<file path="config.mk">
export PLATFORM = sky130hd
export DESIGN_NAME = sha256_stream_hasher_top
export DESIGN_NICKNAME = d
export VERILOG_FILES = /design/src/sv/shs_pkg.sv /design/src/sv/shs_datapath.sv /design/src/sv/shs_ctrl.sv /design/src/sv/sha256_stream_hasher_top.sv
export SDC_FILE = /design/constraint.sdc
export NUM_CORES = 2
export LEC_CHECK = 0
export BUFFER_PORTS_ARGS = -buffer_cell sky130_fd_sc_hd__buf_2
export CAP_MARGIN = 5
export CELL_PAD_IN_SITES_DETAIL_PLACEMENT = 0
export CELL_PAD_IN_SITES_GLOBAL_PLACEMENT = 1
export CORE_MARGIN = 1.5
export CORE_UTILIZATION = 33
export CTS_CLUSTER_DIAMETER = 200
export DETAILED_ROUTE_END_ITERATION = 8
export PLACE_DENSITY = 0.56
export SYNTH_ARGS = -nofsm -noshare
export SYNTH_HDL_FRONTEND = slang
export SYNTH_SLANG_ARGS = --single-unit
</file>
<file path="constraint.sdc">
create_clock -name clock -period 19.8 [get_ports clock]
set_clock_uncertainty 0.05 [all_clocks]
set_input_delay 1.98 -clock clock [delete_from_list [all_inputs] [get_ports clock]]
set_output_delay 1.98 -clock clock [all_outputs]
set_load 0.05 [all_outputs]
</file>
<file path="src/sv/shs_pkg.sv">
package shs_pkg;

   typedef enum logic [2:0] {
      ST_ABSORB,
      ST_PAD,
      ST_ROUND,
      ST_FOLD,
      ST_EMIT
   } shs_state_type;

   typedef enum logic [1:0] {
      BSEL_INPUT,
      BSEL_MARK,
      BSEL_ZERO,
      BSEL_LENGTH
   } shs_bsel_type;

   typedef struct packed {
      logic         init;
      logic         byte_we;
      shs_bsel_type bsel;
      logic         count_en;
      logic         load_work;
      logic         round_en;
      logic [5:0]   rnd;
      logic         fold;
      logic [1:0]   oidx;
   } shs_cmd_type;

   localparam logic [7:0] PAD_MARK = 8'h80;
   localparam logic [5:0] LAST_POS = 6'd63;
   localparam logic [5:0] LAST_RND = 6'd63;
   localparam logic [1:0] LAST_WORD = 2'd3;

   localparam logic [31:0] INIT_HASH [8] = '{
      32'h6a09e667, 32'hbb67ae85, 32'h3c6ef372, 32'ha54ff53a,
      32'h510e527f, 32'h9b05688c, 32'h1f83d9ab, 32'h5be0cd19
   };

   localparam logic [31:0] ROUND_K [64] = '{
      32'h428a2f98, 32'h71374491, 32'hb5c0fbcf, 32'he9b5dba5,
      32'h3956c25b, 32'h59f111f1, 32'h923f82a4, 32'hab1c5ed5,
      32'hd807aa98, 32'h12835b01, 32'h243185be, 32'h550c7dc3,
      32'h72be5d74, 32'h80deb1fe, 32'h9bdc06a7, 32'hc19bf174,
      32'he49b69c1, 32'hefbe4786, 32'h0fc19dc6, 32'h240ca1cc,
      32'h2de92c6f, 32'h4a7484aa, 32'h5cb0a9dc, 32'h76f988da,
      32'h983e5152, 32'ha831c66d, 32'hb00327c8, 32'hbf597fc7,
      32'hc6e00bf3, 32'hd5a79147, 32'h06ca6351, 32'h14292967,
      32'h27b70a85, 32'h2e1b2138, 32'h4d2c6dfc, 32'h53380d13,
      32'h650a7354, 32'h766a0abb, 32'h81c2c92e, 32'h92722c85,
      32'ha2bfe8a1, 32'ha81a664b, 32'hc24b8b70, 32'hc76c51a3,
      32'hd192e819, 32'hd6990624, 32'hf40e3585, 32'h106aa070,
      32'h19a4c116, 32'h1e376c08, 32'h2748774c, 32'h34b0bcb5,
      32'h391c0cb3, 32'h4ed8aa4a, 32'h5b9cca4f, 32'h682e6ff3,
      32'h748f82ee, 32'h78a5636f, 32'h84c87814, 32'h8cc70208,
      32'h90befffa, 32'ha4506ceb, 32'hbef9a3f7, 32'hc67178f2
   };

endpackage

</file>
<file path="src/sv/shs_datapath.sv">
module shs_datapath (
   input  logic                clock,
   input  logic                reset,
   input  shs_pkg::shs_cmd_type cmd,
   input  logic [7:0]          in_byte,
   output logic [5:0]          pos,
   output logic [63:0]         digest
);
   import shs_pkg::*;

   logic [31:0] hash_ff [8];
   logic [31:0] hash_in [8];
   logic [31:0] work_ff [8];
   logic [31:0] work_in [8];
   logic [31:0] w_ff [16];
   logic [31:0] w_in [16];
   logic [23:0] part_ff;
   logic [23:0] part_in;
   logic [5:0]  pos_ff;
   logic [5:0]  pos_in;
   logic [63:0] cnt_ff;
   logic [63:0] cnt_in;

   logic [7:0]  byte_val;
   logic [31:0] sched;
   logic [31:0] t1;
   logic [31:0] t2;
   logic [31:0] big0;
   logic [31:0] big1;
   logic [31:0] ch;
   logic [31:0] maj;

   function automatic logic [31:0] rotr(input logic [31:0] x, input int n);
      return (x >> n) | (x << (32 - n));
   endfunction

   always_comb begin
      case (cmd.bsel)
         BSEL_INPUT:  byte_val = in_byte;
         BSEL_MARK:   byte_val = PAD_MARK;
         BSEL_LENGTH: byte_val = 8'(cnt_ff >> {~pos_ff[2:0], 3'b000});
         default:     byte_val = 8'd0;
      endcase
   end

   // round function and message schedule
   always_comb begin
      big1  = rotr(work_ff[4], 6) ^ rotr(work_ff[4], 11) ^ rotr(work_ff[4], 25);
      big0  = rotr(work_ff[0], 2) ^ rotr(work_ff[0], 13) ^ rotr(work_ff[0], 22);
      ch    = (work_ff[4] & work_ff[5]) ^ (~work_ff[4] & work_ff[6]);
      maj   = (work_ff[0] & work_ff[1]) ^ (work_ff[0] & work_ff[2])
            ^ (work_ff[1] & work_ff[2]);
      t1    = work_ff[7] + big1 + ch + ROUND_K[cmd.rnd] + w_ff[0];
      t2    = big0 + maj;
      sched = (rotr(w_ff[14], 17) ^ rotr(w_ff[14], 19) ^ (w_ff[14] >> 10))
            + w_ff[9]
            + (rotr(w_ff[1], 7) ^ rotr(w_ff[1], 18) ^ (w_ff[1] >> 3))
            + w_ff[0];
   end

   always_comb begin
      hash_in = hash_ff;
      work_in = work_ff;
      w_in    = w_ff;
      part_in = part_ff;
      pos_in  = pos_ff;
      cnt_in  = cnt_ff;

      if (cmd.init) begin
         hash_in = INIT_HASH;
         pos_in  = 6'd0;
         cnt_in  = 64'd0;
      end

      if (cmd.byte_we) begin
         pos_in  = pos_ff + 6'd1;
         part_in = {part_ff[15:0], byte_val};
         // a completed big-endian word enters the schedule window
         if (pos_ff[1:0] == 2'b11) begin
            for (int i = 0; i < 15; i++) begin
               w_in[i] = w_ff[i + 1];
            end
            w_in[15] = {part_ff, byte_val};
         end
         if (cmd.count_en) begin
            cnt_in = cnt_ff + 64'd8;
         end
      end

      if (cmd.load_work) begin
         work_in = hash_ff;
      end

      if (cmd.round_en) begin
         for (int i = 0; i < 15; i++) begin
            w_in[i] = w_ff[i + 1];
         end
         w_in[15]   = sched;
         work_in[7] = work_ff[6];
         work_in[6] = work_ff[5];
         work_in[5] = work_ff[4];
         work_in[4] = work_ff[3] + t1;
         work_in[3] = work_ff[2];
         work_in[2] = work_ff[1];
         work_in[1] = work_ff[0];
         work_in[0] = t1 + t2;
      end

      if (cmd.fold) begin
         for (int i = 0; i < 8; i++) begin
            hash_in[i] = hash_ff[i] + work_ff[i];
         end
      end
   end

   always_ff @(posedge clock) begin
      if (reset) begin
         hash_ff <= INIT_HASH;
         pos_ff  <= 6'd0;
         cnt_ff  <= 64'd0;
      end else begin
         hash_ff <= hash_in;
         pos_ff  <= pos_in;
         cnt_ff  <= cnt_in;
      end
   end

   always_ff @(posedge clock) begin
      work_ff <= work_in;
      w_ff    <= w_in;
      part_ff <= part_in;
   end

   assign pos    = pos_ff;
   assign digest = {hash_ff[{cmd.oidx, 1'b0}], hash_ff[{cmd.oidx, 1'b1}]};

endmodule

</file>
<file path="src/sv/shs_ctrl.sv">
module shs_ctrl (
   input  logic                 clock,
   input  logic                 reset,
   input  logic                 req_tvalid,
   output logic                 req_tready,
   input  logic                 req_present,
   input  logic                 req_tlast,
   output logic                 rsp_tvalid,
   input  logic                 rsp_tready,
   output logic [1:0]           rsp_index,
   output logic                 rsp_tlast,
   input  logic [5:0]           pos,
   output shs_pkg::shs_cmd_type cmd
);
   import shs_pkg::*;

   shs_state_type state_ff;
   shs_state_type state_in;
   logic [5:0]    rnd_ff;
   logic [5:0]    rnd_in;
   logic [1:0]    oidx_ff;
   logic [1:0]    oidx_in;
   logic          pend_ff;
   logic          pend_in;
   logic          mark_ff;
   logic          mark_in;
   logic          extra_ff;
   logic          extra_in;
   logic          final_ff;
   logic          final_in;

   logic req_acc;
   logic tail_zone;

   assign req_acc   = req_tvalid && (state_ff == ST_ABSORB);
   assign tail_zone = pos inside {[6'd56:6'd63]};

   always_comb begin
      state_in = state_ff;
      rnd_in   = rnd_ff;
      oidx_in  = oidx_ff;
      pend_in  = pend_ff;
      mark_in  = mark_ff;
      extra_in = extra_ff;
      final_in = final_ff;
      case (state_ff)
         ST_ABSORB: begin
            if (req_acc) begin
               if (req_tlast) begin
                  pend_in  = 1'b1;
                  mark_in  = 1'b1;
                  extra_in = 1'b0;
                  final_in = 1'b0;
               end
               if (req_present && pos == LAST_POS) begin
                  state_in = ST_ROUND;
               end else if (req_tlast) begin
                  state_in = ST_PAD;
               end
            end
         end
         ST_PAD: begin
            if (mark_ff) begin
               mark_in = 1'b0;
               // no room left for the length after the mark: one more block
               extra_in = tail_zone && (pos != LAST_POS);
            end else if (pos == LAST_POS) begin
               final_in = !extra_ff;
               extra_in = 1'b0;
            end
            if (pos == LAST_POS) begin
               state_in = ST_ROUND;
            end
         end
         ST_ROUND: begin
            rnd_in = rnd_ff + 6'd1;
            if (rnd_ff == LAST_RND) begin
               state_in = ST_FOLD;
            end
         end
         ST_FOLD: begin
            if (final_ff) begin
               state_in = ST_EMIT;
            end else if (pend_ff) begin
               state_in = ST_PAD;
            end else begin
               state_in = ST_ABSORB;
            end
         end
         ST_EMIT: begin
            if (rsp_tready) begin
               oidx_in = oidx_ff + 2'd1;
               if (oidx_ff == LAST_WORD) begin
                  state_in = ST_ABSORB;
                  pend_in  = 1'b0;
                  final_in = 1'b0;
               end
            end
         end
         default: begin
            state_in = ST_ABSORB;
         end
      endcase
   end

   always_comb begin
      cmd           = '0;
      cmd.bsel      = BSEL_INPUT;
      cmd.rnd       = rnd_ff;
      cmd.oidx      = oidx_ff;
      req_tready    = 1'b0;
      rsp_tvalid    = 1'b0;
      rsp_index     = oidx_ff;
      rsp_tlast     = (oidx_ff == LAST_WORD);
      case (state_ff)
         ST_ABSORB: begin
            req_tready = 1'b1;
            if (req_acc && req_present) begin
               cmd.byte_we   = 1'b1;
               cmd.count_en  = 1'b1;
               cmd.load_work = (pos == LAST_POS);
            end
         end
         ST_PAD: begin
            cmd.byte_we   = 1'b1;
            cmd.load_work = (pos == LAST_POS);
            if (mark_ff) begin
               cmd.bsel = BSEL_MARK;
            end else if (tail_zone && !extra_ff) begin
               cmd.bsel = BSEL_LENGTH;
            end else begin
               cmd.bsel = BSEL_ZERO;
            end
         end
         ST_ROUND: begin
            cmd.round_en = 1'b1;
         end
         ST_FOLD: begin
            cmd.fold = 1'b1;
         end
         ST_EMIT: begin
            rsp_tvalid = 1'b1;
            cmd.init   = rsp_tready && (oidx_ff == LAST_WORD);
         end
         default: begin
            cmd.bsel = BSEL_INPUT;
         end
      endcase
   end

   always_ff @(posedge clock) begin
      if (reset) begin
         state_ff <= ST_ABSORB;
         rnd_ff   <= 6'd0;
         oidx_ff  <= 2'd0;
         pend_ff  <= 1'b0;
         mark_ff  <= 1'b0;
         extra_ff <= 1'b0;
         final_ff <= 1'b0;
      end else begin
         state_ff <= state_in;
         rnd_ff   <= rnd_in;
         oidx_ff  <= oidx_in;
         pend_ff  <= pend_in;
         mark_ff  <= mark_in;
         extra_ff <= extra_in;
         final_ff <= final_in;
      end
   end

endmodule

</file>
<file path="src/sv/sha256_stream_hasher_top.sv">
// byte-serial sha-256 hasher
// req channel: one message byte per transaction; req_tuser marks whether req_tdata
// holds a byte, req_tlast ends the message (a byte in the same transaction is
// hashed first). rsp channel: four 64-bit digest words, big-endian, index in
// rsp_tuser, rsp_tlast on the fourth.
// throughput: one byte is taken per cycle while the block buffer fills; the
// 64th byte of a block starts the round unit, which runs one round per cycle,
// so each full block is followed by a compression (64 rounds, then an add into
// the hash) with req_tready low.
// end of message: padding is fed through the same byte path, one byte per
// cycle up to the end of the block, followed by one compression, or two when
// more than 55 bytes were buffered; the digest words then appear on rsp.
// after the last compression the digest words are sent one per cycle while
// rsp_tready is high; a stalled receiver holds the digest on rsp and req_tready
// stays low until the fourth word is taken; then the hash state reinitializes.
// reset (synchronous) loads the initial hash values and clears the byte and
// bit counters; no clearing pass is needed
module sha256_stream_hasher_top (
   input  logic        clock,
   input  logic        reset,
   input  logic        req_tvalid,
   output logic        req_tready,
   input  logic [7:0]  req_tdata,   // [7:0] data_byte
   input  logic        req_tuser,   // [0] byte_present
   input  logic        req_tlast,   // end_of_message
   output logic        rsp_tvalid,
   input  logic        rsp_tready,
   output logic [63:0] rsp_tdata,   // [63:0] digest_word
   output logic [1:0]  rsp_tuser,   // [1:0] word_index
   output logic        rsp_tlast    // last_word
);
   import shs_pkg::*;

   shs_cmd_type cmd;
   logic [5:0]  pos;

   shs_ctrl u_ctrl (
      .clock       (clock),
      .reset       (reset),
      .req_tvalid  (req_tvalid),
      .req_tready  (req_tready),
      .req_present (req_tuser),
      .req_tlast   (req_tlast),
      .rsp_tvalid  (rsp_tvalid),
      .rsp_tready  (rsp_tready),
      .rsp_index   (rsp_tuser),
      .rsp_tlast   (rsp_tlast),
      .pos         (pos),
      .cmd         (cmd)
   );

   shs_datapath u_datapath (
      .clock   (clock),
      .reset   (reset),
      .cmd     (cmd),
      .in_byte (req_tdata),
      .pos     (pos),
      .digest  (rsp_tdata)
   );

endmodule

</file>
==> results.toml <==
[min_path]
hold_end = "u_datapath.w_ff[475]$_DFFE_PP_"
hp-class = "reg -> reg"
hold_path_depth = 0
min_from = "u_datapath.w_ff[443]$_DFFE_PP_"

[die]
dieArea_sq_um = 211300
core_area_sq_um = 207300
rows = 167
initial_utilization = 0.3320
die_h_um = 459.7
io_pins = 83
die_w_um = 459.7

[worst_setup_path]
critPathRequiredTime_ns = 20.27
crit_path_frequent_cell = "o21ai_0"
cp.buffers_inverters = 6
crit_arrival_ns = 11.33
cpPeakStageDelay_ns = 0.55
reg2reg_from = "u_ctrl.rnd_ff[0]$_SDFFE_PP0P_"
cp-start-kind = "flop"
critical-path-top-delay-family = "compound AO/OA/AOI/OAI gates"
reg2reg_slack_ns = 8.94
reg2reg_depth = 41
critical_path_class = "reg -> reg"
worstPathMaxFanout = 28
slowest_stage = "fa_1"
crit_path_end_kind = "flop"
rr_endpoint = "u_datapath.work_ff[255]$_DFFE_PP_"

[pwr]
p_per_area_nw_per_um2 = 205.9
p_leak_nw = 28.56
ir_drop_v = 0.0001822

[timing]
hold_viol_final = 0
worst_pin_slew_ns = 1.152
min_period_over_period = 0.5486
fin_ws_ns = 8.937
clock.fmax_ghz = 0.09206
rsz0062_at_grt = "false"
finalSetupViolCount = 0
maxSlewViolCount = 0
tns_ns = 0
timing.hold.ws_ns = 0.3526
relSlewSlack = 0.2320
finalCriticalPeriod_ns = 10.86

[yosys]
syn_area_per_cell_sq_um = 10.14
synth-edff-count = 792
synth_cells = 6786
syn_nets = 7392
synth-main-ff-cell = "edfxtp_1"
ys_warn_count = 0
netlist_area_sq_um = 68820
yosysTopAreaCell = "edfxtp_1"
synth_cell_types = 85
yosysTopAreaCellShare = 0.3456
yosys-top-cells-area = "edfxtp_1 35%, dfxtp_1 9.9%, ha_1 7.2%"
yosysSeqAreaShare = 0.4447
async_reset_ff_frac = 0
ys_ff_latch = 1133

[clock_tree]
cts_sinks = 1133
clk_latency_ns = 0.82
hold_buffers = 0
tritoncts = "yes"
cts_made_buffers = 140
cts_resized = 0
post_cts_buffers = 0
clockBufferDepth = 3
cts.clk_slew.worst_paths_ns = 0.07
htreeDepth = 4
cts_root_buf = "clkbuf_16"

[global_route]
overflow = 0
grt_pass1_wl_um = 360700
grt_util_all_layers = 0.2355
grt_max_degree = 163
first_global_vias = 50574
antenna_found_initial = 10

[routing]
wire_per_inst_um = 26.12
vias_per_cell = 5.397
drtAntennaViolNets = 0
drt_first_pass_iters = 5
totalWireLength_um = 252500
drc = 0
drtIter0Drc = 4651
vias = 52176

[finish]
final_util = 0.3704
fillers = 20708
final_nets = 7363
area_growth_pct = 11.55
stdcell_count = 9668
layout-drive-gt1-share = 0.08002

[place]
place_inst = 9403
io_buffers = 82
dp_hpwl_um = 185000
place_ws_ns = 9.114
gp_congestion = 0.9263

[job]
cap_violations = 0

[outcome]
outcome = "completed"
## cells by family (layout without fill, tap and decap cells)
family                     Yosys count  after routing  share of synthesized area
xor gates and xnor gates           589            589                    0.07495
and+or+nand+nor                   2086           2086                     0.1315
DFF                               1133           1133                     0.4447
AOI/OAI and AO/OA                 1611           1611                     0.1453
adders and majority gates          615            615                     0.1322
other                                0              7                          0
buffers and inverters              603            690                    0.03300
muxes                              149            149                    0.03827
## worst max path at each step
stage	from	cells after the start	slack (ns)	end
2_1_floorplan	req_tvalid	7	4.22	u_datapath.w_ff[0]$_DFFE_PP_
6_report	u_ctrl.rnd_ff[0]$_SDFFE_PP0P_	41	8.94	u_datapath.work_ff[255]$_DFFE_PP_
3_5_place_dp	u_ctrl.rnd_ff[0]$_SDFFE_PP0P_	37	9.11	u_datapath.work_ff[255]$_DFFE_PP_
5_1_grt	u_ctrl.rnd_ff[0]$_SDFFE_PP0P_	38	8.44	u_datapath.work_ff[255]$_DFFE_PP_
3_3_place_gp	u_ctrl.rnd_ff[0]$_SDFFE_PP0P_	38	9.10	u_datapath.work_ff[255]$_DFFE_PP_
4_1_cts	u_ctrl.rnd_ff[0]$_SDFFE_PP0P_	37	9.08	u_datapath.work_ff[255]$_DFFE_PP_
## flip-flops by register name, indices dropped and copies added (netlist names)
register / count
u_ctrl.final_ff: 1
u_ctrl.pend_ff: 1
u_ctrl.extra_ff: 1
u_datapath.w_ff: 512
u_datapath.part_ff: 24
u_datapath.hash_ff: 256
u_ctrl.mark_ff: 1
u_datapath.work_ff: 256
u_ctrl.state_ff: 3
u_datapath.pos: 6
u_ctrl.rsp_index: 2
u_datapath.cnt_ff: 64
u_ctrl.rnd_ff: 6
## cell type report
| cell class | count | area (sq um) | area share |
|---|---|---|---|
| multi-input cells | 5050 | 36030 | 0.4693 |
| well taps | 2788 | 3488 | 0.04544 |
| clock buffers | 187 | 3822 | 0.04979 |
| diodes | 7 | 17.52 | 0.0002282 |
| inverters | 274 | 1031 | 0.01343 |
| flip-flops and latches | 1133 | 30630 | 0.3989 |
| clock inverters | 71 | 724.4 | 0.009436 |
| repair buffers | 158 | 1037 | 0.01351 |
## cells in the mapped netlist, types with 161 or more instances
cell / instances
nand2_1: 1063
edfxtp_1: 792
a21oi_1: 472
o21ai_0: 437
nor2_1: 427
ha_1: 397
xnor2_1: 389
dfxtp_1: 341
clkbuf_1: 290
inv_1: 270
xor2_1: 200
fa_1: 195
a21o_1: 161
## power breakdown
group	switching [mW]	total, mW	internal [mW]
Sequential	0.244	3.14	2.90
Clock	1.09	2.58	1.49
Combinational	6.13	10.1	3.96
Total	7.47	15.8	8.34
## cells in the final DEF (no fill, tap or decap), types with 90 or more instances in the layout
cell type,synthesis,final
clkbuf_16,0,142
nand3_1,160,159
a21o_1,161,161
xor2_1,200,200
inv_1,270,268
dfxtp_1,341,336
o21ai_0,437,435
edfxtp_1,792,792
nor2_1,427,424
nand2_1,1063,1057
nor3_1,109,108
xnor2_1,389,389
mux4_2,90,90
ha_1,397,397
a21oi_1,472,472
fa_1,195,195
## per-layer routing
metal  vias up  wire length [um]  GRT usage
li1      24246                 -          -
met1     26238            117800     0.3327
met2      1384            115000     0.3750
met3       306             11370    0.02572
met4         2              8366    0.07753
met5         -                19          0
## stage by stage
| stage | total power, mW | instance area [sq um] |
|---|---|---|
| after detailed placement | 13.10 | 72210 |
| after floorplan | 10.40 | 68820 |
| after global placement | 13.07 | 72210 |
| after global routing | 17.05 | 76760 |
| after CTS | 15.79 | 76750 |
| final | 15.81 | 76770 |
Power figures use the tool's default switching activity.
